File: config.mk
export PLATFORM = sky130hd
export DESIGN_NAME = bmg_log_cell
export DESIGN_NICKNAME = d
export VERILOG_FILES = /design/src/bmg_pkg.sv /design/src/bmg_log_cell.sv
export SDC_FILE = /design/constraint.sdc
export NUM_CORES = 2
export LEC_CHECK = 0
export ABC_AREA = 1
export ABC_CLOCK_PERIOD_IN_PS = 9700
export BUFFER_PORTS_ARGS = -buffer_cell sky130_fd_sc_hd__buf_2
export CAP_MARGIN = 20
export CORE_MARGIN = 2
export CORE_UTILIZATION = 35
export CTS_CLUSTER_SIZE = 25
export DETAILED_ROUTE_END_ITERATION = 12
export GPL_TIMING_DRIVEN = 1
export PLACE_DENSITY = 0.51
export SLEW_MARGIN = 20
export SYNTH_ARGS = -nofsm -noshare
export SYNTH_HDL_FRONTEND = slang
export SYNTH_SLANG_ARGS = --single-unit
File: constraint.sdc
create_clock -name clk -period 9.7 [get_ports clk]
set_input_delay 0.97 -clock clk [delete_from_list [all_inputs] [get_ports clk]]
set_output_delay 0.97 -clock clk [all_outputs]
set_load 0.02 [all_outputs]
File: src/bmg_pkg.sv
// Shared constants and types for the Box-Muller Gaussian sample core.
// Used by the log, square-root and Horner cells and by the top level.
package bmg_pkg;

  // Fixed-point constants
  localparam logic [30:0] ONE_Q30     = 31'h4000_0000;
  localparam logic [28:0] TWO_LN2_Q28 = 29'd372130559;
  localparam logic [30:0] HALF_PI_Q30 = 31'd1686629713;

  // Datapath widths
  localparam int MANT_W  = 31;  // log mantissa, Q1.30
  localparam int FRAC_W  = 30;  // log2 fraction bits
  localparam int D_W     = 36;  // -log2 distance, Q.30
  localparam int R_W     = 30;  // -2 ln u1, Q.24
  localparam int ROOT_W  = 27;  // radius, Q.24
  localparam int RAD_W   = 54;  // radicand r * 2^24
  localparam int REM_W   = 31;  // square-root remainder
  localparam int X2_W    = 32;  // angle squared, Q.30
  localparam int H_W     = 31;  // Horner term, Q.30
  localparam int SIN_W   = 31;  // |sin|, Q.30
  localparam int SIDE_W  = 32;  // angle (31 bits) and sign carried by the Horner cells
  localparam int MEAN_W  = 11;
  localparam int SIGMA_W = 8;
  localparam int SMP_W   = 12;

  // Configuration register indexes
  typedef enum logic [0:0] {
    REG_MEAN_OFFSET = 1'b0,
    REG_SIGMA_SCALE = 1'b1
  } cfg_reg_t;

  // Pipeline control shared by every cell
  typedef struct packed {
    logic en;
  } pipe_ctl_t;

endpackage

File: src/bmg_log_cell.sv
// One bit of the log2 fraction: square the mantissa, renormalise, emit one bit.
// Depends on bmg_pkg.
module bmg_log_cell import bmg_pkg::*; #(
  parameter int BIT_POS = 29,
  parameter int P_W     = 4
) (
  input  logic              clk,
  input  pipe_ctl_t         ctl,
  input  logic [MANT_W-1:0] mant_in,
  input  logic [FRAC_W-1:0] frac_in,
  input  logic [P_W-1:0]    exp_in,
  output logic [MANT_W-1:0] mant_out,
  output logic [FRAC_W-1:0] frac_out,
  output logic [P_W-1:0]    exp_out
);

  logic [2*MANT_W-1:0] sq;
  logic [MANT_W:0]     sq30;

  // Square and drop thirty fraction bits
  assign sq   = mant_in * mant_in;
  assign sq30 = sq[2*MANT_W-1:30];

  // Halve when the square reaches two and record the bit
  always_ff @(posedge clk) begin
    if (ctl.en) begin
      exp_out <= exp_in;
      if (sq30[MANT_W]) begin
        mant_out <= sq30[MANT_W:1];
        frac_out <= frac_in | (FRAC_W'(1) << BIT_POS);
      end else begin
        mant_out <= sq30[MANT_W-1:0];
        frac_out <= frac_in;
      end
    end
  end

endmodule

==> results by stage <==
Global route:
- The via count of the first global-routing pass came to 25060.
- The first global-routing pass estimated 140000 um of wire.
- The number of antenna violations at the first check in global routing is 1.
- The pin count of the biggest net entering global routing is 66.
- Global routing finished with a remaining overflow of 0.
- The total track usage is 19.23%.

Clock tree:
- After clock tree synthesis, the clock-pin slew on the worst setup and hold paths is 50 ps.
- CTS built an H-tree with a depth of 3.
- Buffers added to address setup during post-CTS repair amount to 0.
- CTS placed an instance of clkbuf_16 at the clock tree root.
- The number of gates resized after CTS was 0.
- Counting every sink on the clock net gives 65.
- The total clock buffers created by CTS is 9.
- The CTS tree is done.
- The count of hold buffers inserted by post-cts repair is 0.
- The clock tree buffer depth is 2.

Logic synthesis:
- The net count after synthesis is 5008.
- The largest total area in the synthesized netlist belongs to fa_1.
- The synthesized area per cell is 8.048 sq um.
- Summing the areas of all fa, ha and maj instances in the mapped netlist gives 57.99% of the synthesized area.
- The post-synthesis cell area is 31590 sq um.
- The portion of the post-synthesis area used by sequential elements is 6.179%.
- The number of synthesized flops with an enable pin is 65.
- By area the synthesized netlist is led by fa_1 (47%), inv_1 (16%), nand2_1 (12%).
- The xor and xnor area share after synthesis is 0.8595%.
- Summing the areas of all and, or, nand and nor instances in the mapped netlist gives 16.10% of the synthesized area.
- The portion of synthesized area spent on multiplexers is 0%.
- The largest family of logic cells by synthesized area is adder cells.
- Synthesis produced 3925 cells.
- The number of synthesis warnings is 0.
- The number of distinct standard cells referenced by the synthesized netlist is 39.
- The top cell type by area accounts for 47.34% of the synthesized area.
- The number of register bits inferred by synthesis is 65.
- The leading register cell type out of synthesis is edfxtp_1.
- Counting flops with an async set or reset pin after synthesis yields a share of 0%.
- The synthesized-area fraction occupied by ao, oa, aoi and oai cells is 1.537%.

Drt:
- After the first detailed-routing iteration, the DRC count stood at 1457.
- The length of routed met3 wiring is 2853 um.
- The DRC violation count after routing is 0.
- After detailed routing, the met2 layer carries 41540 um of wire.
- The count of nets left with antenna violations after detail routing is 0.
- The first detailed-routing pass took 5 iterations.
- The top routing layer in use is met4.
- The wire length on met1 is 39280 um.
- The number of vias in the routed layout is 22820.
- After detailed routing, the number of vias per cell comes to 4.412.
- Wires add up to 84330 um.
- The average wire per standard cell is 16.30 um.

Placed design:
- The final estimated routing congestion in global placement is 0.8905.
- The detailed placer's ending HPWL is 72550 um.
- The count of buffers from port buffering is 131.
- The post-placement worst setup slack is 1022 ps.

Worst setup path:
- The type of origin of the critical path is an input port.
- By startpoint and endpoint, the worst setup path is classified as in2reg.
- In this run the worst path has a maximum fanout of 31.
- The critical path endpoint category is a flip-flop.
- The endpoint required time on the critical path is 9780 ps.
- Data on the critical path arrives at its endpoint at 8440 ps.

Layout:
- From synthesis to final layout, the design area changed by 6.971%.
- The most frequent standard cell in the layout excluding fill and tap cells is inv_1.
- The final-layout fill cell count is 9499.
- The fraction of final layout cells sized beyond drive strength 1 is 5.304%.
- After the last flow step, the layout net total stands at 5076.
- The repair_antennas step left the layout with diodes totalling 0.
- In the layout the commonest cells are inv_1 (1339), nand2_1 (1040), fa_1 (747).

Floorplan:
- After floorplanning, the core was divided into 110 placement rows.
- The total area inside the core boundary comes to 89740 sq um.
- The die is 304.4 um wide.
- The vertical extent of the die is 304.4 um.
- 132 I/O pins were placed.
- The floorplan step defined a die boundary enclosing 92680 sq um.
- For this configuration, the core starts out at a cell density of 35.20%.

Timing:
- Setup repair after global routing left no endpoint under its margin.
- Dividing the final minimum period by the clock period gives 86.15%.
- The highest clock frequency the design can meet is 119.7 MHz.
- The setup slack after layout is 1343 ps.
- The number of setup violations in the final report is 0.
- The worst path needs 8357 ps of the cycle, external delays included.
- The number of pins exceeding their max-slew limit in the final report came to 0.
- The final number of hold-violating endpoints is 0.
- Adding up every negative setup slack in the final design gives 0 ps.
- At the pin with the least slew margin, the transition time is 1061 ps.
- Hold is met by 818.2 ps.
- The headroom to the max-slew limit is 29.28%.

Hold path:
- The path class of the tightest hold or removal check is in2reg.

Outcome:
- The run finished with clean final reports.

Flow run:
- Max-cap violations in this run came to 0.
## state kept, by name, summed over array words and instances (netlist names)
register	cells
exp_out	4
mant_out	31
frac_out	30
## cell usage after synthesis, drive strengths merged, types with 5 or more instances
| cell | number |
|---|---|
| o21bai | 12 |
| buf | 16 |
| nor3 | 10 |
| nor2 | 107 |
| clkbuf | 85 |
| or2 | 5 |
| xor2 | 21 |
| a21oi | 54 |
| xnor2 | 10 |
| nand4 | 16 |
| nand3 | 68 |
| nor4 | 5 |
| inv | 1344 |
| ha | 269 |
| fa | 747 |
| edfxtp | 65 |
| o21ai | 15 |
| nand2 | 1063 |
## kinds of logic after synthesis
logic type,count (synthesis)
simple gates,1281
xor+xnor,31
buf+inv,1445
fa+ha+maj,1016
compound gates,87
flops,65
## worst paths after layout
path	from	endpoint	slack, ps	cells after the start
setup / recovery	mant_in[26]	frac_out[29]	1340	27
hold / removal	frac_in[26]	frac_out[26]	820	1
## routing by layer
layer	global-route usage, %	up-vias
met5	0	-
met3	0.7521	46
li1	-	11090
met2	33.92	391
met4	1.554	0
met1	27.31	11300
## per-stage QoR
| step | util [%] | area, sq um | instances |
|---|---|---|---|
| global placement | 37.32 | 33490 | 5158 |
| floorplan | - | 31590 | 3925 |
| global route | 37.66 | 33790 | 5173 |
| detailed placement | 37.32 | 33490 | 5158 |
| finish | 37.66 | 33790 | 5173 |
| CTS | 37.66 | 33790 | 5173 |
## critical path: stages
cell,delay (ps)
buf_2,520
buf_4,350
nand2_1,100
fa_1,550
fa_1,590
inv_1,70
fa_1,530
inv_1,60
fa_1,510
inv_1,60
fa_1,570
fa_1,430
fa_1,490
inv_1,50
fa_1,470
inv_1,40
ha_1,390
nand2_1,160
nor2_4,140
inv_2,50
nor3_4,200
nand2_2,110
nor2_2,100
nand2_2,90
nand3_1,110
nand2_2,360
or2_1,350
## final cells by class
class                           count  area (sq um)  area share (%)
Timing Repair Buffer              158         858.3           2.540
Clock inverter                      4         68.82          0.2036
Tap cell                         1176          1471           4.354
Sequential cell                    65          1952           5.776
Multi-Input combinational cell   2415         24160           71.51
Clock buffer                       11         232.7          0.6887
Inverter                         1344          5045           14.93
Power is not shown: default switching activity piles up to over one toggle a cycle in this logic, so the estimate is an artifact.
