$ cat src/bmg_pkg.sv
// Shared constants and types for the Box-Muller Gaussian sample core.
// Used by the log, square-root and Horner cells and by the top level.
package bmg_pkg;

  // Fixed-point constants
  localparam logic [30:0] ONE_Q30     = 31'h4000_0000;
  localparam logic [28:0] TWO_LN2_Q28 = 29'd372130559;
  localparam logic [30:0] HALF_PI_Q30 = 31'd1686629713;

  // Datapath widths
  localparam int MANT_W  = 31;  // log mantissa, Q1.30
  localparam int FRAC_W  = 30;  // log2 fraction bits
  localparam int D_W     = 36;  // -log2 distance, Q.30
  localparam int R_W     = 30;  // -2 ln u1, Q.24
  localparam int ROOT_W  = 27;  // radius, Q.24
  localparam int RAD_W   = 54;  // radicand r * 2^24
  localparam int REM_W   = 31;  // square-root remainder
  localparam int X2_W    = 32;  // angle squared, Q.30
  localparam int H_W     = 31;  // Horner term, Q.30
  localparam int SIN_W   = 31;  // |sin|, Q.30
  localparam int SIDE_W  = 32;  // angle (31 bits) and sign carried by the Horner cells
  localparam int MEAN_W  = 11;
  localparam int SIGMA_W = 8;
  localparam int SMP_W   = 12;

  // Configuration register indexes
  typedef enum logic [0:0] {
    REG_MEAN_OFFSET = 1'b0,
    REG_SIGMA_SCALE = 1'b1
  } cfg_reg_t;

  // Pipeline control shared by every cell
  typedef struct packed {
    logic en;
  } pipe_ctl_t;

endpackage

$ cat src/bmg_horner_cell.sv
// One Horner step of the sine series: h' = 1 - ((x2 * h) >> 30) / DIVISOR.
// Three stages: product, reciprocal multiply, correction. Depends on bmg_pkg.
module bmg_horner_cell import bmg_pkg::*; #(
  parameter int DIVISOR = 6
) (
  input  logic              clk,
  input  pipe_ctl_t         ctl,
  input  logic [X2_W-1:0]   x2_in,
  input  logic [H_W-1:0]    h_in,
  input  logic [SIDE_W-1:0] side_in,
  output logic [X2_W-1:0]   x2_out,
  output logic [H_W-1:0]    h_out,
  output logic [SIDE_W-1:0] side_out
);

  localparam logic [31:0] RECIP = 32'((64'd1 << 32) / DIVISOR);
  localparam logic [31:0] DIV_C = 32'(DIVISOR);

  logic [X2_W+H_W-1:0] prod;
  logic [X2_W-1:0]     x2_a, x2_b;
  logic [SIDE_W-1:0]   side_a, side_b;
  logic [31:0]         y;
  logic [63:0]         est;
  logic [31:0]         q0, q0k, rem, quo;

  // Stage A: product
  always_ff @(posedge clk) begin
    if (ctl.en) begin
      prod   <= x2_in * h_in;
      x2_a   <= x2_in;
      side_a <= side_in;
    end
  end

  // Stage B: quotient estimate by reciprocal, low by at most one
  always_ff @(posedge clk) begin
    if (ctl.en) begin
      y      <= prod[61:30];
      est    <= prod[61:30] * RECIP;
      x2_b   <= x2_a;
      side_b <= side_a;
    end
  end

  // Stage C: correct the estimate and form the next term
  assign q0  = est[63:32];
  assign q0k = q0 * DIV_C;
  assign rem = y - q0k;
  assign quo = (rem >= DIV_C) ? q0 + 32'd1 : q0;

  always_ff @(posedge clk) begin
    if (ctl.en) begin
      h_out    <= H_W'(32'(ONE_Q30) - quo);
      x2_out   <= x2_b;
      side_out <= side_b;
    end
  end

endmodule

$ cat config.mk
export PLATFORM = sky130hd
export DESIGN_NAME = bmg_horner_cell
export DESIGN_NICKNAME = d
export VERILOG_FILES = /design/src/bmg_pkg.sv /design/src/bmg_horner_cell.sv
export SDC_FILE = /design/constraint.sdc
export NUM_CORES = 2
export LEC_CHECK = 0
export BUFFER_PORTS_ARGS = -buffer_cell sky130_fd_sc_hd__buf_4
export CAP_MARGIN = 0
export CELL_PAD_IN_SITES_DETAIL_PLACEMENT = 0
export CELL_PAD_IN_SITES_GLOBAL_PLACEMENT = 1
export CORE_ASPECT_RATIO = 0.75
export CORE_MARGIN = 4
export CORE_UTILIZATION = 45
export CTS_BUF_LIST = sky130_fd_sc_hd__clkbuf_8
export DETAILED_ROUTE_END_ITERATION = 8
export PLACE_DENSITY_LB_ADDON = 0.1
export RECOVER_POWER = 100
export SLEW_MARGIN = 20
export SYNTH_ARGS = -nofsm -noshare
export SYNTH_HDL_FRONTEND = slang
export SYNTH_SLANG_ARGS = --single-unit
$ cat constraint.sdc
create_clock -name clk -period 14.7 [get_ports clk]
set_clock_uncertainty 0.05 [all_clocks]
set_input_delay 0.735 -clock clk [delete_from_list [all_inputs] [get_ports clk]]
set_output_delay 0.735 -clock clk [all_outputs]
set_load 0.01 [all_outputs]
==> run_results.csv <==
group,metric,value,unit
setup_path,worstPathArrival,11.83,ns
detailed_routing,drc,0,
timing,drv_slew,1275,
place,gp_congestion,0.9587,
clock_tree,insertion_delay,0.77,ns
synth,synth_cells,5644,
synth,synth_area_per_cell,10.32,µm²
setup_path,rrSetupSlack,3.42,ns
clock_tree,clockRootBuffer,"clkbuf_8",
floorplan,start_util,45.28,%
hold_path,min_to,"side_a[15]",
setup_path,worstReg2RegEnd,"h_out[30]",
detailed_routing,drt_pass1_iterations,5,
floorplan,fp.dieH,319.6,µm
synth,synth_cell_types,82,
timing,grt_setup_unrepaired,"no",
synth,synth_edf_count,316,
global_routing,grt_max_degree,151,
global_routing,antenna_found_initial,6,
setup_path,cp.required,15.25,ns
hold_path,whs_path_depth,1,
outcome,status,"finished with violations",
synth,ys_async_sr_fraction,0,%
detailed_routing,vias,39050,
place,port_buffers,191,
floorplan,rows,114,
hold_path,holdCritStartpoint,"side_in[15]",
timing,setup-violations-final,0,
setup_path,cpLargestDelayFamily,"compound AO/OA/AOI/OAI gates",
timing,hold_violations,0,
clock_tree,cts_htree_levels,2,
floorplan,dieArea,0.1353,mm²
finish,final_layout_size_suffix_gt1_share,3.062,%
setup_path,cpMostUsedCell,"a21oi_1",
setup_path,cp-start-kind,"flip-flop",
synth,synth_area_leaders,"fa_1, edfxtp_1, ha_1",
clock_tree,cts_setup_buffers,0,
clock_tree,cts_resized,0,
place,hpwl,133700,µm
global_routing,grt.total_usage,25.83,%
outcome,violations,"capacitance limit, slew limit",
clock_tree,cts_sinks,316,
timing,min_period_over_period,76.71,%
setup_path,worst-setup-path-type,"reg2reg",
finish,layout.nets,7643,
clock_tree,cts_tree,"yes",
clock_tree,path_clk_slew,0.07,ns
synth,ys.warnings.count,0,
clock_tree,clk_path_buf_depth,3,
hold_path,worstHoldPathType,"in2reg",
setup_path,r2r-start,"est[32]",
setup_path,slowest_stage,"nor2b_1",
global_routing,gr-total-overflow,0,
synth,synth_top_area_share,41.13,%
setup_path,path_buf_inv,1,
setup_path,end_kind,"flip-flop",
setup_path,path_max_fanout,17,
finish,fin_util,48.04,%
setup_path,crit_path_max_incr_delay,1.00,ns
run,cap_violations,32,
timing,fin_setup_tns,0,ns
synth,netlist_area,0.05826,mm²
timing,relSlewSlack,-448.8,%
detailed_routing,wl_per_cell,22.69,µm
synth,yosys.area.top_type,"fa_1",
detailed_routing,wl,170100,µm
global_routing,grt_pass1_vias,41780,
finish,fillers,12300,
clock_tree,cts-hold-fix-buffers,0,
floorplan,io_pins,192,
detailed_routing,first_iter_violations,2785,
synth,synth_nets,7588,
finish,syn2layout_area_growth,6.106,%
setup_path,rr_worst_depth,35,
floorplan,coreArea,0.1287,mm²
clock_tree,cts_buffers,57,
detailed_routing,viasPerCell,5.210,
global_routing,grt_pass1_wl,262800,µm
timing,fmax,88.69,MHz
synth,synth_seq_area_share,16.29,%
synth,synth_seq_cells,316,
floorplan,die_x,423.5,µm
timing,worst-slew-pin-transition,8.232,ns
detailed_routing,antenna_left,0,
synth,ys.flop_type,"edfxtp_1",
timing,period_needed,11.28,ns
how the worst max path moves through the flow:
stage | startpoint | endpoint | slack [ns] | cells past startpoint
floorplan | h_in[5] | prod[61] | 6.06 | 33
global placement | x2_in[13] | prod[61] | 4.21 | 31
global route | est[32] | h_out[30] | 2.56 | 35
CTS | est[32] | h_out[18] | 4.68 | 35
finish | est[32] | h_out[30] | 3.42 | 35
detailed placement | x2_in[12] | prod[61] | 4.14 | 31
metrics by stage:
step	setup WS, ns	std cells	area, µm²	hold WS (ns)
after global routing	2.559	7489	61800	0.04892
final	3.424	7495	61810	0.1287
after detailed placement	4.143	7380	61210	0.3545
after global placement	4.206	7380	61210	0.3506
after CTS	4.678	7487	62390	0.01027
after floorplan	6.063	5644	58260	0.3503
metal layers:
layer  vias to the layer above  routed length, µm  global-route usage, %
met5                         -                  0                      0
li1                      17330                  -                      -
met2                      1192              67970                  35.78
met3                       134              14640                  6.334
met1                     20400              85270                  41.68
met4                         0               2171                  3.170
layout by cell type (no fill, tap or decap), types with 11 or more instances in the layout:
cell         n
o21a_1      28
nand4_1     20
o21ai_0     77
a211oi_1    14
clkinv_2    11
a21o_1      40
clkinv_1    18
and3_1      14
fa_1      1197
edfxtp_1   316
nand2b_1    20
inv_1     1341
ha_1       650
buf_4       38
nor2b_1     25
nor3_1      39
nand2_1    633
xor2_1      61
a21oi_1    114
xnor2_1     91
a31oi_1     11
clkbuf_1   141
nand3_1     43
clkbuf_8    57
clkbuf_4    31
and2_1     446
nor2_1     108
Yosys cell counts, types with 5 or more instances:
| master | instances |
|---|---|
| ha_1 | 650 |
| nor2b_1 | 24 |
| nor4_1 | 10 |
| o21a_1 | 28 |
| a21o_1 | 40 |
| and3_1 | 14 |
| mux2i_1 | 8 |
| o211ai_1 | 9 |
| clkbuf_1 | 203 |
| xnor2_1 | 91 |
| and2_1 | 450 |
| a31oi_1 | 11 |
| a211oi_1 | 14 |
| o31ai_1 | 5 |
| edfxtp_1 | 316 |
| or2_2 | 8 |
| a21oi_1 | 114 |
| nor3_1 | 39 |
| nand2_1 | 633 |
| a221oi_1 | 8 |
| nand2b_1 | 20 |
| nand3_1 | 42 |
| xor2_1 | 61 |
| nor2_1 | 108 |
| o21bai_1 | 8 |
| o21ai_0 | 76 |
| and4_1 | 6 |
| fa_1 | 1197 |
| nand3b_1 | 6 |
| o2111ai_1 | 5 |
| nand4_1 | 20 |
| inv_1 | 1332 |
worst reg2reg max path: cells and delay by family, from the launching register on:
family	cells	cell delay [ns]
compound gates	18	4.40
simple gates	10	4.18
fa+ha+maj	4	1.49
flops	1	0.54
xor+xnor	2	0.38
buf+inv	1	0.09
kinds of logic after synthesis:
kind of cell               Yosys count  share of synthesized area (%)
AOI/OAI and AO/OA                  370                          4.180
xor gates and xnor gates           156                          2.436
adders and majority gates         1847                          55.09
buffers and inverters             1546                          9.996
DFF                                316                          16.29
muxes                                8                         0.1375
and+or+nand+nor                   1401                          11.87
flip-flops by register name (all words and copies together) (netlist names):
signal,count
side_a,32
prod,32
side_out,32
h_out,31
side_b,32
est,30
x2_b,32
x2_out,32
y,31
x2_a,32
final cells by class:
cell class                 count  area [µm²]  share of cell area, %
multi-input combinational   3782       42900                  69.40
sequential                   316        9489                  15.35
inverter                    1332        5000                  8.089
tap                         1740        2177                  3.522
timing repair buffer         210        1047                  1.694
clock buffer                  57       784.5                  1.269
clock inverter                50       396.6                 0.6417
antenna                        8       20.02                0.03239
Power is not shown: default switching activity piles up to over one toggle a cycle in this logic, so the estimate is an artifact.
