### config.mk
export PLATFORM = sky130hd
export DESIGN_NAME = bmg_sqrt_cell
export DESIGN_NICKNAME = d
export VERILOG_FILES = /design/src/bmg_pkg.sv /design/src/bmg_sqrt_cell.sv
export SDC_FILE = /design/constraint.sdc
export NUM_CORES = 1
export LEC_CHECK = 0
export ABC_AREA = 1
export ABC_CLOCK_PERIOD_IN_PS = 1670
export BUFFER_PORTS_ARGS = -buffer_cell sky130_fd_sc_hd__buf_2
export CAP_MARGIN = 15
export CORE_ASPECT_RATIO = 0.6
export CORE_UTILIZATION = 30
export CTS_CLUSTER_DIAMETER = 150
export DETAILED_ROUTE_END_ITERATION = 8
export PLACE_DENSITY = 0.62
export SYNTH_ARGS = -nofsm -noshare
export SYNTH_HDL_FRONTEND = slang
export SYNTH_SLANG_ARGS = --single-unit
export TNS_END_PERCENT = 20
### constraint.sdc
create_clock -name clk -period 1.67 [get_ports clk]
set_input_delay 0.167 -clock clk [delete_from_list [all_inputs] [get_ports clk]]
set_output_delay 0.167 -clock clk [all_outputs]
set_load 0.05 [all_outputs]
### src/bmg_pkg.sv
// Shared constants and types for the Box-Muller Gaussian sample core.
// Used by the log, square-root and Horner cells and by the top level.
package bmg_pkg;

  // Fixed-point constants
  localparam logic [30:0] ONE_Q30     = 31'h4000_0000;
  localparam logic [28:0] TWO_LN2_Q28 = 29'd372130559;
  localparam logic [30:0] HALF_PI_Q30 = 31'd1686629713;

  // Datapath widths
  localparam int MANT_W  = 31;  // log mantissa, Q1.30
  localparam int FRAC_W  = 30;  // log2 fraction bits
  localparam int D_W     = 36;  // -log2 distance, Q.30
  localparam int R_W     = 30;  // -2 ln u1, Q.24
  localparam int ROOT_W  = 27;  // radius, Q.24
  localparam int RAD_W   = 54;  // radicand r * 2^24
  localparam int REM_W   = 31;  // square-root remainder
  localparam int X2_W    = 32;  // angle squared, Q.30
  localparam int H_W     = 31;  // Horner term, Q.30
  localparam int SIN_W   = 31;  // |sin|, Q.30
  localparam int SIDE_W  = 32;  // angle (31 bits) and sign carried by the Horner cells
  localparam int MEAN_W  = 11;
  localparam int SIGMA_W = 8;
  localparam int SMP_W   = 12;

  // Configuration register indexes
  typedef enum logic [0:0] {
    REG_MEAN_OFFSET = 1'b0,
    REG_SIGMA_SCALE = 1'b1
  } cfg_reg_t;

  // Pipeline control shared by every cell
  typedef struct packed {
    logic en;
  } pipe_ctl_t;

endpackage

### src/bmg_sqrt_cell.sv
// One root bit of the digit-by-digit integer square root.
// Depends on bmg_pkg.
module bmg_sqrt_cell import bmg_pkg::*; (
  input  logic              clk,
  input  pipe_ctl_t         ctl,
  input  logic [REM_W-1:0]  rem_in,
  input  logic [ROOT_W-1:0] root_in,
  input  logic [RAD_W-1:0]  rad_in,
  output logic [REM_W-1:0]  rem_out,
  output logic [ROOT_W-1:0] root_out,
  output logic [RAD_W-1:0]  rad_out
);

  logic [REM_W-1:0] rem2;
  logic [REM_W-1:0] trial;

  // Bring down the next two radicand bits and try the next root bit
  assign rem2  = {rem_in[REM_W-3:0], rad_in[RAD_W-1:RAD_W-2]};
  assign trial = REM_W'({root_in, 2'b01});

  always_ff @(posedge clk) begin
    if (ctl.en) begin
      rad_out <= {rad_in[RAD_W-3:0], 2'b00};
      if (rem2 >= trial) begin
        rem_out  <= rem2 - trial;
        root_out <= {root_in[ROOT_W-2:0], 1'b1};
      end else begin
        rem_out  <= rem2;
        root_out <= {root_in[ROOT_W-2:0], 1'b0};
      end
    end
  end

endmodule

==> run_summary.xml, run 1 <==
<?xml version="1.0" encoding="UTF-8"?>
<metrics>
  <group name="placed_design">
    <metric name="io_buffer_count" unit="">221</metric>
    <metric name="dp_hpwl" unit="mm">15.2</metric>
    <metric name="dpl_cell_area" unit="sq um">8810</metric>
    <metric name="dp.cells" unit="">1321</metric>
    <metric name="place.gp.congestion" unit="">0.902</metric>
  </group>
  <group name="synthesis">
    <metric name="synth_top_cells_by_area" unit="">sky130_fd_sc_hd__edfxtp_1 (54%), sky130_fd_sc_hd__nand2_1 (18%), sky130_fd_sc_hd__inv_1 (9.4%), sky130_fd_sc_hd__ha_1 (5.9%), sky130_fd_sc_hd__nand3_1 (3.3%)</metric>
    <metric name="synth.top_cell.area_share" unit="">0.535</metric>
    <metric name="synth_seq_cells" unit="">110</metric>
    <metric name="netlist_area" unit="sq um">6170</metric>
    <metric name="share_of_the_yosys_chip_area_belonging_to_registers" unit="">0.535</metric>
    <metric name="netlist-cell-type-count" unit="">23</metric>
    <metric name="postSynthCellCount" unit="">739</metric>
    <metric name="yosys.area.top_type" unit="">sky130_fd_sc_hd__edfxtp_1</metric>
    <metric name="synth.avg_cell_area" unit="sq um">8.35</metric>
    <metric name="synthesis.yosys.warnings" unit="">0</metric>
  </group>
  <group name="floorplan">
    <metric name="boundary_pins" unit="">226</metric>
    <metric name="die_w" unit="um">187</metric>
    <metric name="effective_utilization_at_floorplan" unit="">0.307</metric>
    <metric name="die_height" unit="um">113</metric>
    <metric name="core_area" unit="sq um">20100</metric>
    <metric name="design.die.area" unit="sq um">21200</metric>
    <metric name="placement_rows" unit="">40</metric>
  </group>
  <group name="cts">
    <metric name="clk_pin_slew_worst_paths" unit="ns">0.07</metric>
    <metric name="cts_buffers" unit="">9</metric>
    <metric name="clock_tree.htree_level_count" unit="">3</metric>
    <metric name="cts_buffer_depth" unit="">2</metric>
    <metric name="clock_tree_from_tritoncts" unit="">yes</metric>
    <metric name="numClockSinks" unit="">110</metric>
    <metric name="root_buffer" unit="">sky130_fd_sc_hd__clkbuf_16</metric>
  </group>
  <group name="setup_path">
    <metric name="worst_setup_path_start_kind" unit="">input pin</metric>
    <metric name="critPathArrivalTime" unit="ns">1.72</metric>
    <metric name="worst_setup_end_kind" unit="">flop</metric>
    <metric name="crit_fanout" unit="">6</metric>
    <metric name="critical_path_required" unit="ns">1.80</metric>
    <metric name="critPathKind" unit="">input pin to flop</metric>
  </group>
  <group name="routing">
    <metric name="drc" unit="">0</metric>
    <metric name="mean_number_of_vias_per_cell" unit="">4.24</metric>
    <metric name="wl_per_cell" unit="um">13.9</metric>
    <metric name="detailedRoute.firstIterationViolations" unit="">475</metric>
    <metric name="drtAntennaViolNets" unit="">0</metric>
    <metric name="vias" unit="">5962</metric>
    <metric name="drtPass1Iterations" unit="">5</metric>
    <metric name="wirelength" unit="mm">19.5</metric>
  </group>
  <group name="pwr">
    <metric name="total_switching_power" unit="mW">3.13</metric>
    <metric name="leakagePower" unit="nW">5.04</metric>
    <metric name="internal_power" unit="mW">5.47</metric>
    <metric name="power_frac_comb" unit="">0.372</metric>
    <metric name="seq_power_share" unit="">0.399</metric>
    <metric name="max-vdd-ir-drop" unit="V">0.000597</metric>
    <metric name="clock_power_share" unit="">0.229</metric>
    <metric name="powerDensity" unit="nW/um^2">858</metric>
    <metric name="netSwitchingFraction" unit="">0.364</metric>
  </group>
  <group name="global_route">
    <metric name="grt_overflow_total" unit="">0</metric>
    <metric name="groute.usage.overall" unit="">0.184</metric>
    <metric name="grt_first_pass_wirelength" unit="mm">29.7</metric>
    <metric name="number_of_antenna_violations_at_the_first_check_in_global_routing" unit="">1</metric>
    <metric name="pin_count_of_the_biggest_net_entering_global_routing" unit="">33</metric>
    <metric name="via_count_of_the_first_global_routing_pass" unit="">5554</metric>
  </group>
  <group name="finish">
    <metric name="final_cell_area" unit="sq um">10000</metric>
    <metric name="antenna_cells_inserted" unit="">0</metric>
    <metric name="layout.cells.non_filler" unit="">1407</metric>
    <metric name="design.final.nets" unit="">1275</metric>
    <metric name="post_route_cells_drive_above_1_share" unit="">0.391</metric>
    <metric name="synthToLayoutAreaGrowth" unit="%">62.4</metric>
    <metric name="most-common-layout-cells" unit="">sky130_fd_sc_hd__nand2_1 (267), sky130_fd_sc_hd__buf_2 (219), sky130_fd_sc_hd__inv_1 (138), sky130_fd_sc_hd__edfxtp_1 (110), sky130_fd_sc_hd__buf_4 (90)</metric>
    <metric name="final_common_cell" unit="">sky130_fd_sc_hd__nand2_1</metric>
  </group>
  <group name="sta">
    <metric name="clock.fmax" unit="GHz">0.626</metric>
    <metric name="rsz0062_at_grt" unit="">yes</metric>
    <metric name="tmin_final" unit="ns">1.60</metric>
    <metric name="timing.hold.ws" unit="ns">0.0241</metric>
    <metric name="final-hold-violation-count" unit="">0</metric>
    <metric name="fin_crit_share" unit="">0.957</metric>
    <metric name="number_of_failing_setup_endpoints_in_the_final_timing_report" unit="">0</metric>
    <metric name="final_max_slew_viol_count" unit="">0</metric>
    <metric name="setup-tns-final" unit="ns">0</metric>
  </group>
  <group name="outcome">
    <metric name="status" unit="">finished clean</metric>
  </group>
  <group name="worst_hold_path">
    <metric name="min_path_type" unit="">input pin to flop</metric>
  </group>
  <group name="flow_run">
    <metric name="maxCapViolCount" unit="">0</metric>
  </group>
</metrics>
[cell type report]
| class | instances | area, sq um |
|---|---|---|
| Multi-Input combinational cell | 465 | 2820 |
| Timing Repair Buffer | 390 | 2680 |
| Tap cell | 273 | 342 |
| Clock inverter | 4 | 26.3 |
| Sequential cell | 110 | 3300 |
| Fill cell | 1947 | 10000 |
| Inverter | 156 | 623 |
| Clock buffer | 9 | 225 |
[flip-flops by register name, indices dropped and copies added, names as in the netlist]
register and cells:
rem_out 31, root_out 27, rad_out 52
[Yosys cell counts (all sizes together)]
cell / count
nand4: 6
conb: 1
nor3: 2
a21oi: 17
nand3b: 4
o21ai: 2
inv: 156
nand3: 41
xor2: 15
and2: 4
ha: 29
buf: 9
edfxtp: 110
nor2: 42
nand2: 300
a21o: 1
[logic make-up (layout without fill, tap and decap cells)]
logic type / Yosys count / after routing / synth area share
flip-flops: 110 / 110 / 0.535
AND/OR/NAND/NOR: 399 / 399 / 0.261
adder cells (fa/ha/maj): 29 / 29 / 0.0588
other: 1 / 2 / 0.000608
buffers and inverters: 165 / 559 / 0.105
AO/OA/AOI/OAI: 20 / 20 / 0.0178
XOR/XNOR: 15 / 15 / 0.0213
[timing repair]
action,in CTS,in global routing
pin swaps,0,16
resized for setup,2,61
hold buffers,69,0
endpoints found under the setup margin,20,31
setup buffers,0,2
hold endpoints to repair,69,0
gates cloned,0,2
[power by group through the flow]
stage          clock network, mW  registers, mW  logic, mW
2_1_floorplan                  0           4.48      0.931
3_3_place_gp                   0           3.49       2.93
3_5_place_dp                   0           3.50       2.95
4_1_cts                     2.05           3.44       3.08
5_1_grt                     2.14           3.46       3.43
6_report                    1.97           3.43       3.20
[through the flow]
| stage | worst slack (ns) | util | total power, mW |
|---|---|---|---|
| global route | -0.0116 | 0.499 | 9.03 |
| global placement | -0.416 | 0.439 | 6.42 |
| finish | 0.0720 | 0.499 | 8.60 |
| floorplan | -0.0444 | - | 5.41 |
| CTS | 0.0111 | 0.486 | 8.57 |
| detailed placement | -0.415 | 0.439 | 6.44 |
[final timing paths]
path         from            to  cells after the start
max   root_in[19]   rem_out[22]                     13
min   root_in[12]  root_out[13]                      1
[critical path, cell delays in order]
cell and delay, ns:
sky130_fd_sc_hd__buf_2 0.09, sky130_fd_sc_hd__inv_1 0.06, sky130_fd_sc_hd__ha_4 0.30, sky130_fd_sc_hd__nand2_2 0.11, sky130_fd_sc_hd__nor2_2 0.19, sky130_fd_sc_hd__nand2_2 0.09, sky130_fd_sc_hd__a21oi_2 0.19, sky130_fd_sc_hd__nor2_2 0.08
sky130_fd_sc_hd__nand2_4 0.11, sky130_fd_sc_hd__inv_8 0.07, sky130_fd_sc_hd__clkbuf_16 0.16, sky130_fd_sc_hd__nand2_1 0.06, sky130_fd_sc_hd__nand2_1 0.06
[per-layer routing]
layer | vias up | routed length (um) | GRT usage
met2 | 207 | 7420 | 0.244
met1 | 2671 | 10300 | 0.291
met5 | - | 13 | 0
met4 | 2 | 136 | 0.0328
li1 | 3070 | - | -
met3 | 12 | 1610 | 0.0515
Power figures use the tool's default switching activity.
==> run 2: changes to the inputs <==
--- a/config.mk
+++ b/config.mk
@@ -10,10 +10,12 @@
 export BUFFER_PORTS_ARGS = -buffer_cell sky130_fd_sc_hd__buf_2
 export CAP_MARGIN = 15
 export CORE_ASPECT_RATIO = 0.6
-export CORE_UTILIZATION = 30
+export CORE_MARGIN = 2
+export CORE_UTILIZATION = 45
 export CTS_CLUSTER_DIAMETER = 150
+export CTS_CLUSTER_SIZE = 8
 export DETAILED_ROUTE_END_ITERATION = 8
-export PLACE_DENSITY = 0.62
+export PLACE_DENSITY = 0.84
 export SYNTH_ARGS = -nofsm -noshare
 export SYNTH_HDL_FRONTEND = slang
 export SYNTH_SLANG_ARGS = --single-unit
==> run 2 against run 1 <==
Compared with the run above:
- via count is 2.1% higher
- sequential share of layout area is 1.6 points higher
- sequential power is essentially flat
- non-clock buffer count fell by 26
- clock power increased by 7%
- global-route usage rose by 7.3 points
- critical endpoint is now rem_out[13]
- largest power group unchanged
- highest routed layer is now met4
==> run_summary.xml, run 2 (synthesis gave the netlist of run 1 again) <==
<?xml version="1.0" encoding="UTF-8"?>
<metrics>
  <group name="outcome">
    <metric name="status" unit="">finished clean</metric>
  </group>
  <group name="placed_design">
    <metric name="io_buffer_count" unit="">221</metric>
    <metric name="dp.cells" unit="">1219</metric>
    <metric name="pre_cts_ws" unit="ns">-0.408</metric>
    <metric name="place.gp.congestion" unit="">0.948</metric>
    <metric name="dp_hpwl" unit="mm">14.5</metric>
  </group>
  <group name="floorplan">
    <metric name="die_height" unit="um">94.7</metric>
    <metric name="boundary_pins" unit="">226</metric>
    <metric name="placement_rows" unit="">33</metric>
    <metric name="effective_utilization_at_floorplan" unit="">0.456</metric>
    <metric name="core_area" unit="sq um">13500</metric>
    <metric name="design.die.area" unit="sq um">14700</metric>
    <metric name="die_w" unit="um">155</metric>
  </group>
  <group name="global_route">
    <metric name="number_of_antenna_violations_at_the_first_check_in_global_routing" unit="">0</metric>
    <metric name="grt_first_pass_wirelength" unit="mm">29.2</metric>
    <metric name="via_count_of_the_first_global_routing_pass" unit="">5810</metric>
    <metric name="grt_overflow_total" unit="">0</metric>
    <metric name="pin_count_of_the_biggest_net_entering_global_routing" unit="">50</metric>
    <metric name="groute.usage.overall" unit="">0.257</metric>
  </group>
  <group name="finish">
    <metric name="max_flop_register" unit="">rad_out</metric>
    <metric name="design.final.nets" unit="">1249</metric>
    <metric name="layout.cells.non_filler" unit="">1285</metric>
    <metric name="reg.largest.list" unit="">rad_out (52), rem_out (31), root_out (27)</metric>
    <metric name="synthToLayoutAreaGrowth" unit="%">54.8</metric>
    <metric name="largest_register_ff_count" unit="">52</metric>
    <metric name="final.fill_count" unit="">1049</metric>
    <metric name="final_common_cell" unit="">sky130_fd_sc_hd__nand2_1</metric>
    <metric name="most-common-layout-cells" unit="">sky130_fd_sc_hd__nand2_1 (275), sky130_fd_sc_hd__buf_2 (218), sky130_fd_sc_hd__inv_1 (141), sky130_fd_sc_hd__edfxtp_1 (110), sky130_fd_sc_hd__buf_4 (90)</metric>
    <metric name="antenna_cells_inserted" unit="">0</metric>
    <metric name="post_route_cells_drive_above_1_share" unit="">0.380</metric>
  </group>
  <group name="cts">
    <metric name="root_buffer" unit="">sky130_fd_sc_hd__clkbuf_16</metric>
    <metric name="clock_tree_from_tritoncts" unit="">yes</metric>
    <metric name="clock_tree.htree_level_count" unit="">3</metric>
    <metric name="cts_buffers" unit="">9</metric>
    <metric name="clk_pin_slew_worst_paths" unit="ns">0.08</metric>
    <metric name="cts_buffer_depth" unit="">2</metric>
    <metric name="numClockSinks" unit="">110</metric>
  </group>
  <group name="sta">
    <metric name="fin_crit_share" unit="">0.959</metric>
    <metric name="number_of_failing_setup_endpoints_in_the_final_timing_report" unit="">0</metric>
    <metric name="final-hold-violation-count" unit="">0</metric>
    <metric name="final_max_slew_viol_count" unit="">0</metric>
    <metric name="fin_ws" unit="ns">0.0676</metric>
    <metric name="rsz0062_at_grt" unit="">yes</metric>
    <metric name="tmin_final" unit="ns">1.60</metric>
    <metric name="timing.hold.ws" unit="ns">0.00862</metric>
    <metric name="clock.fmax" unit="GHz">0.624</metric>
  </group>
  <group name="routing">
    <metric name="wirelength" unit="mm">19.3</metric>
    <metric name="drtAntennaViolNets" unit="">0</metric>
    <metric name="mean_number_of_vias_per_cell" unit="">4.74</metric>
    <metric name="detailedRoute.firstIterationViolations" unit="">414</metric>
    <metric name="drc" unit="">0</metric>
    <metric name="drtPass1Iterations" unit="">5</metric>
    <metric name="wl_per_cell" unit="um">15.0</metric>
    <metric name="vias" unit="">6089</metric>
  </group>
  <group name="worst_hold_path">
    <metric name="min_delay_worst_endpoint" unit="">root_out[26]</metric>
    <metric name="min_path_type" unit="">input pin to flop</metric>
    <metric name="holdCritStartpoint" unit="">root_in[25]</metric>
    <metric name="min_path_cells" unit="">1</metric>
  </group>
  <group name="setup_path">
    <metric name="critPathKind" unit="">input pin to flop</metric>
    <metric name="critPathArrivalTime" unit="ns">1.70</metric>
    <metric name="worst_setup_path_start_kind" unit="">input pin</metric>
    <metric name="critical_path_required" unit="ns">1.77</metric>
    <metric name="crit_fanout" unit="">10</metric>
    <metric name="worst_setup_end_kind" unit="">flop</metric>
  </group>
  <group name="pwr">
    <metric name="max-vdd-ir-drop" unit="V">0.000614</metric>
    <metric name="leakagePower" unit="nW">4.91</metric>
    <metric name="powerDensity" unit="nW/um^2">904</metric>
  </group>
  <group name="flow_run">
    <metric name="maxCapViolCount" unit="">0</metric>
  </group>
</metrics>
[run 2: cell types whose count changed in the layout (fill, tap and decap cells not counted), sizes merged]
cell,before,now
clkinvlp,0,2
dlygate4sd3,69,50
clkbuf,11,9
buf,319,314
[run 2: repair_timing]
action,CTS,global route
resized for setup,2,39
hold endpoints to repair,44,6
setup endpoints to repair,27,31
pin swaps,0,13
setup buffers,0,1
hold buffers,44,6
[run 2: layout make-up]
cell class / instances / area (sq um) / area share
repair buffers: 364 / 2360 / 0.247
clock buffers: 9 / 225 / 0.0236
multi-input cells: 465 / 2770 / 0.290
well taps: 175 / 219 / 0.0229
clock inverters: 6 / 60.1 / 0.00629
flip-flops and latches: 110 / 3300 / 0.346
inverters: 156 / 618 / 0.0647
[run 2: power breakdown]
part / internal, mW / total [mW] / leakage (nW) / switching, mW
registers: 3.37 / 3.44 / 1.08 / 0.0739
clock network: 1.04 / 2.10 / 0.132 / 1.07
logic: 1.03 / 3.09 / 3.70 / 2.05
[run 2: worst max path at each step]
stage                      from          end  cells past startpoint
floorplan           root_in[11]  rem_out[10]                     15
global placement    root_in[11]  rem_out[15]                     15
detailed placement  root_in[11]  rem_out[13]                     15
CTS                  root_in[5]  rem_out[28]                     13
global route        root_in[18]  rem_out[29]                     12
finish              root_in[14]  rem_out[13]                     15
[run 2: worst max-delay path, cell delays in order]
cell                      delay [ns]
sky130_fd_sc_hd__buf_2          0.10
sky130_fd_sc_hd__inv_1          0.06
sky130_fd_sc_hd__ha_4           0.30
sky130_fd_sc_hd__nand2_1        0.06
sky130_fd_sc_hd__nand2_1        0.08
sky130_fd_sc_hd__nand2_1        0.05
sky130_fd_sc_hd__nand2_1        0.09
sky130_fd_sc_hd__nand2_1        0.08
sky130_fd_sc_hd__a21oi_2        0.22
sky130_fd_sc_hd__nor2_2         0.08
sky130_fd_sc_hd__nand2_4        0.10
sky130_fd_sc_hd__inv_4          0.06
sky130_fd_sc_hd__buf_6          0.14
sky130_fd_sc_hd__nand2_1        0.07
sky130_fd_sc_hd__nand2_1        0.05
[run 2: metrics by stage]
stage               total power [mW]  utilization  instance area (sq um)  TNS [ns]
floorplan                       5.41            -                   6630    -0.340
finish                          8.63        0.705                   9550         0
global route                    9.00        0.705                   9550    -0.200
detailed placement              6.40        0.636                   8610    -11.79
CTS                             8.57        0.689                   9340         0
global placement                6.33        0.636                   8610    -11.09
[run 2: routing by layer]
| layer | global-route usage | part of all wire |
|---|---|---|
| met3 | 0.0633 | 0.095 |
| met4 | 0.0474 | 0.014 |
| met1 | 0.347 | 0.43 |
| met2 | 0.428 | 0.46 |
| met5 | 0 | 0 |
==> run 3: changes to the inputs <==
--- a/config.mk
+++ b/config.mk
@@ -15,6 +15,7 @@
 export CTS_CLUSTER_DIAMETER = 150
 export CTS_CLUSTER_SIZE = 8
 export DETAILED_ROUTE_END_ITERATION = 8
+export GPL_TIMING_DRIVEN = 0
 export PLACE_DENSITY = 0.84
 export SYNTH_ARGS = -nofsm -noshare
 export SYNTH_HDL_FRONTEND = slang
==> run 3 against run 2 <==
Compared with the run above:
- the run now ends with negative setup slack left
- sequential share of layout area rose by 1.1 points
- via count fell by 3.4%
- fmax fell by 5.6%
- cell area fell by 3.0%
- first-iteration DRC count rose by 4.3%
- routed wire length rose by 1.1%
- highest routed layer unchanged
==> run_summary.xml, run 3 (synthesis gave the netlist of run 1 again) <==
<?xml version="1.0" encoding="UTF-8"?>
<metrics>
  <group name="outcome">
    <metric name="status" unit="">finished with violations</metric>
    <metric name="violations" unit="">negative setup slack</metric>
  </group>
  <group name="floorplan">
    <metric name="boundary_pins" unit="">226</metric>
    <metric name="effective_utilization_at_floorplan" unit="">0.456</metric>
    <metric name="core_area" unit="sq um">13500</metric>
    <metric name="die_w" unit="um">155</metric>
    <metric name="design.die.area" unit="sq um">14700</metric>
    <metric name="die_height" unit="um">94.7</metric>
    <metric name="placement_rows" unit="">33</metric>
  </group>
  <group name="global_route">
    <metric name="pin_count_of_the_biggest_net_entering_global_routing" unit="">66</metric>
    <metric name="groute.usage.overall" unit="">0.247</metric>
    <metric name="via_count_of_the_first_global_routing_pass" unit="">5432</metric>
    <metric name="grt_first_pass_wirelength" unit="mm">27.8</metric>
    <metric name="number_of_antenna_violations_at_the_first_check_in_global_routing" unit="">0</metric>
    <metric name="grt_overflow_total" unit="">0</metric>
  </group>
  <group name="setup_path">
    <metric name="critical_path_required" unit="ns">1.78</metric>
    <metric name="last_element_of_the_critical_path" unit="">rem_out[13]</metric>
    <metric name="critPathKind" unit="">input pin to flop</metric>
    <metric name="worst_setup_path_start_kind" unit="">input pin</metric>
    <metric name="crit_fanout" unit="">8</metric>
    <metric name="worst_setup_end_kind" unit="">flop</metric>
    <metric name="critPathLaunch" unit="">root_in[0]</metric>
    <metric name="critPathArrivalTime" unit="ns">1.80</metric>
  </group>
  <group name="pwr">
    <metric name="powerDensity" unit="nW/um^2">921</metric>
    <metric name="max-vdd-ir-drop" unit="V">0.000621</metric>
    <metric name="power" unit="mW">8.53</metric>
    <metric name="leakagePower" unit="nW">4.65</metric>
  </group>
  <group name="finish">
    <metric name="antenna_cells_inserted" unit="">0</metric>
    <metric name="final_common_cell" unit="">sky130_fd_sc_hd__nand2_1</metric>
    <metric name="largest_register_ff_count" unit="">52</metric>
    <metric name="final_cell_area" unit="sq um">9270</metric>
    <metric name="synthToLayoutAreaGrowth" unit="%">50.1</metric>
    <metric name="most-common-layout-cells" unit="">sky130_fd_sc_hd__nand2_1 (260), sky130_fd_sc_hd__buf_2 (216), sky130_fd_sc_hd__inv_1 (139), sky130_fd_sc_hd__edfxtp_1 (110), sky130_fd_sc_hd__dlygate4sd3_1 (57)</metric>
    <metric name="max_flop_register" unit="">rad_out</metric>
    <metric name="post_route_cells_drive_above_1_share" unit="">0.355</metric>
    <metric name="design.final.nets" unit="">1192</metric>
    <metric name="reg.largest.list" unit="">rad_out (52), rem_out (31), root_out (27)</metric>
    <metric name="layout.cells.non_filler" unit="">1229</metric>
    <metric name="final_core_util" unit="">0.684</metric>
  </group>
  <group name="sta">
    <metric name="setup-tns-final" unit="ns">-0.108</metric>
    <metric name="clock.fmax" unit="GHz">0.589</metric>
    <metric name="final-hold-violation-count" unit="">0</metric>
    <metric name="fin_crit_share" unit="">1.02</metric>
    <metric name="fin_ws" unit="ns">-0.0278</metric>
    <metric name="tmin_final" unit="ns">1.70</metric>
    <metric name="number_of_failing_setup_endpoints_in_the_final_timing_report" unit="">13</metric>
    <metric name="tightestPinTransition" unit="ns">0.626</metric>
    <metric name="rsz0062_at_grt" unit="">yes</metric>
    <metric name="worst_slew_margin_rel" unit="">0.583</metric>
    <metric name="final_max_slew_viol_count" unit="">0</metric>
  </group>
  <group name="cts">
    <metric name="root_buffer" unit="">sky130_fd_sc_hd__clkbuf_16</metric>
    <metric name="clock_tree.htree_level_count" unit="">3</metric>
    <metric name="numClockSinks" unit="">110</metric>
    <metric name="cts_buffer_depth" unit="">2</metric>
    <metric name="clk_pin_slew_worst_paths" unit="ns">0.08</metric>
    <metric name="clock_tree_from_tritoncts" unit="">yes</metric>
    <metric name="cts_buffers" unit="">9</metric>
  </group>
  <group name="routing">
    <metric name="met3WireLength" unit="mm">1.36</metric>
    <metric name="detailedRoute.firstIterationViolations" unit="">432</metric>
    <metric name="drtPass1Iterations" unit="">5</metric>
    <metric name="wl_per_cell" unit="um">15.9</metric>
    <metric name="wirelength" unit="mm">19.5</metric>
    <metric name="detail_route.wirelength.met1" unit="mm">8.84</metric>
    <metric name="wl_met2" unit="mm">9.11</metric>
    <metric name="top_signal_layer_used" unit="">met4</metric>
    <metric name="mean_number_of_vias_per_cell" unit="">4.79</metric>
    <metric name="vias" unit="">5885</metric>
    <metric name="drtAntennaViolNets" unit="">0</metric>
    <metric name="drc" unit="">0</metric>
  </group>
  <group name="placed_design">
    <metric name="place.gp.congestion" unit="">0.952</metric>
    <metric name="dpl_cell_area" unit="sq um">7990</metric>
    <metric name="io_buffer_count" unit="">221</metric>
    <metric name="dp.cells" unit="">1137</metric>
    <metric name="dp_hpwl" unit="mm">13.5</metric>
  </group>
  <group name="worst_hold_path">
    <metric name="min_path_type" unit="">input pin to flop</metric>
  </group>
  <group name="flow_run">
    <metric name="maxCapViolCount" unit="">0</metric>
  </group>
</metrics>
run 3: cell types whose count changed in the layout (fill, tap and decap cells not counted), sizes merged:
cell         previous run  this run
dlygate4sd3            50        57
buf                   314       247
clkinvlp                2         0
clkbuf                  9        13
inv                   157       158
clkinv                  3         4
run 3: area by class of cell:
cell class                 instances  area, sq um
fill                            1079         4280
sequential                       110         3300
multi-input combinational        465         2800
timing repair buffer             299         1930
inverter                         156          623
clock buffer                      10          229
tap                              175          219
buffer                             8         91.3
clock inverter                     6         67.6
run 3: worst min path at each step:
stage | startpoint | to | slack, ns | cells past startpoint
detailed placement | rad_in[50] | rad_out[52] | 0.35 | 1
floorplan | rad_in[8] | rad_out[10] | 0.27 | 0
global placement | rad_in[21] | rad_out[23] | 0.34 | 1
CTS | root_in[25] | root_out[26] | 0.00003 | 1
finish | root_in[24] | root_out[25] | 0.005 | 1
global route | root_in[25] | root_out[26] | 0.0005 | 1
run 3: metal layers:
metal / global-route usage / vias up
li1: - / 2916
met1: 0.344 / 2716
met2: 0.409 / 228
met3: 0.0514 / 25
met4: 0.0466 / 0
met5: 0 / -
run 3: report_power, final:
part,internal [mW],switching [mW],total (mW)
sequential,3.37,0.0729,3.44
clock,1.06,1.08,2.13
combinational,0.919,2.04,2.95
total,5.35,3.19,8.53
run 3: repair_timing:
| item | 4_1_cts | 5_1_grt |
|---|---|---|
| pin swaps | 6 | 16 |
| resized for setup | 12 | 58 |
| cloned | 0 | 4 |
| hold buffers | 53 | 4 |
| endpoints found under the setup margin | 30 | 31 |
| buffers inserted | 3 | 13 |
| endpoints found under the hold margin | 53 | 4 |
run 3: through the flow:
stage	hold slack [ns]	setup WS, ns
global route	0.000527	-0.0907
detailed placement	0.345	-0.587
finish	0.00464	-0.0278
floorplan	0.266	-0.0444
global placement	0.343	-0.658
CTS	0.0000309	0.000325
run 3: worst max-delay path, cell delays in order:
cell,delay (ns)
sky130_fd_sc_hd__buf_4,0.12
sky130_fd_sc_hd__inv_8,0.03
sky130_fd_sc_hd__ha_4,0.24
sky130_fd_sc_hd__buf_6,0.11
sky130_fd_sc_hd__o21ai_1,0.08
sky130_fd_sc_hd__nand2_1,0.14
sky130_fd_sc_hd__nand2_1,0.10
sky130_fd_sc_hd__nand2_2,0.08
sky130_fd_sc_hd__nand2_1,0.07
sky130_fd_sc_hd__nand2_2,0.08
sky130_fd_sc_hd__nand2_2,0.06
sky130_fd_sc_hd__nand2_4,0.15
sky130_fd_sc_hd__inv_8,0.08
sky130_fd_sc_hd__clkbuf_16,0.16
sky130_fd_sc_hd__nand2_1,0.07
sky130_fd_sc_hd__nand2_1,0.05
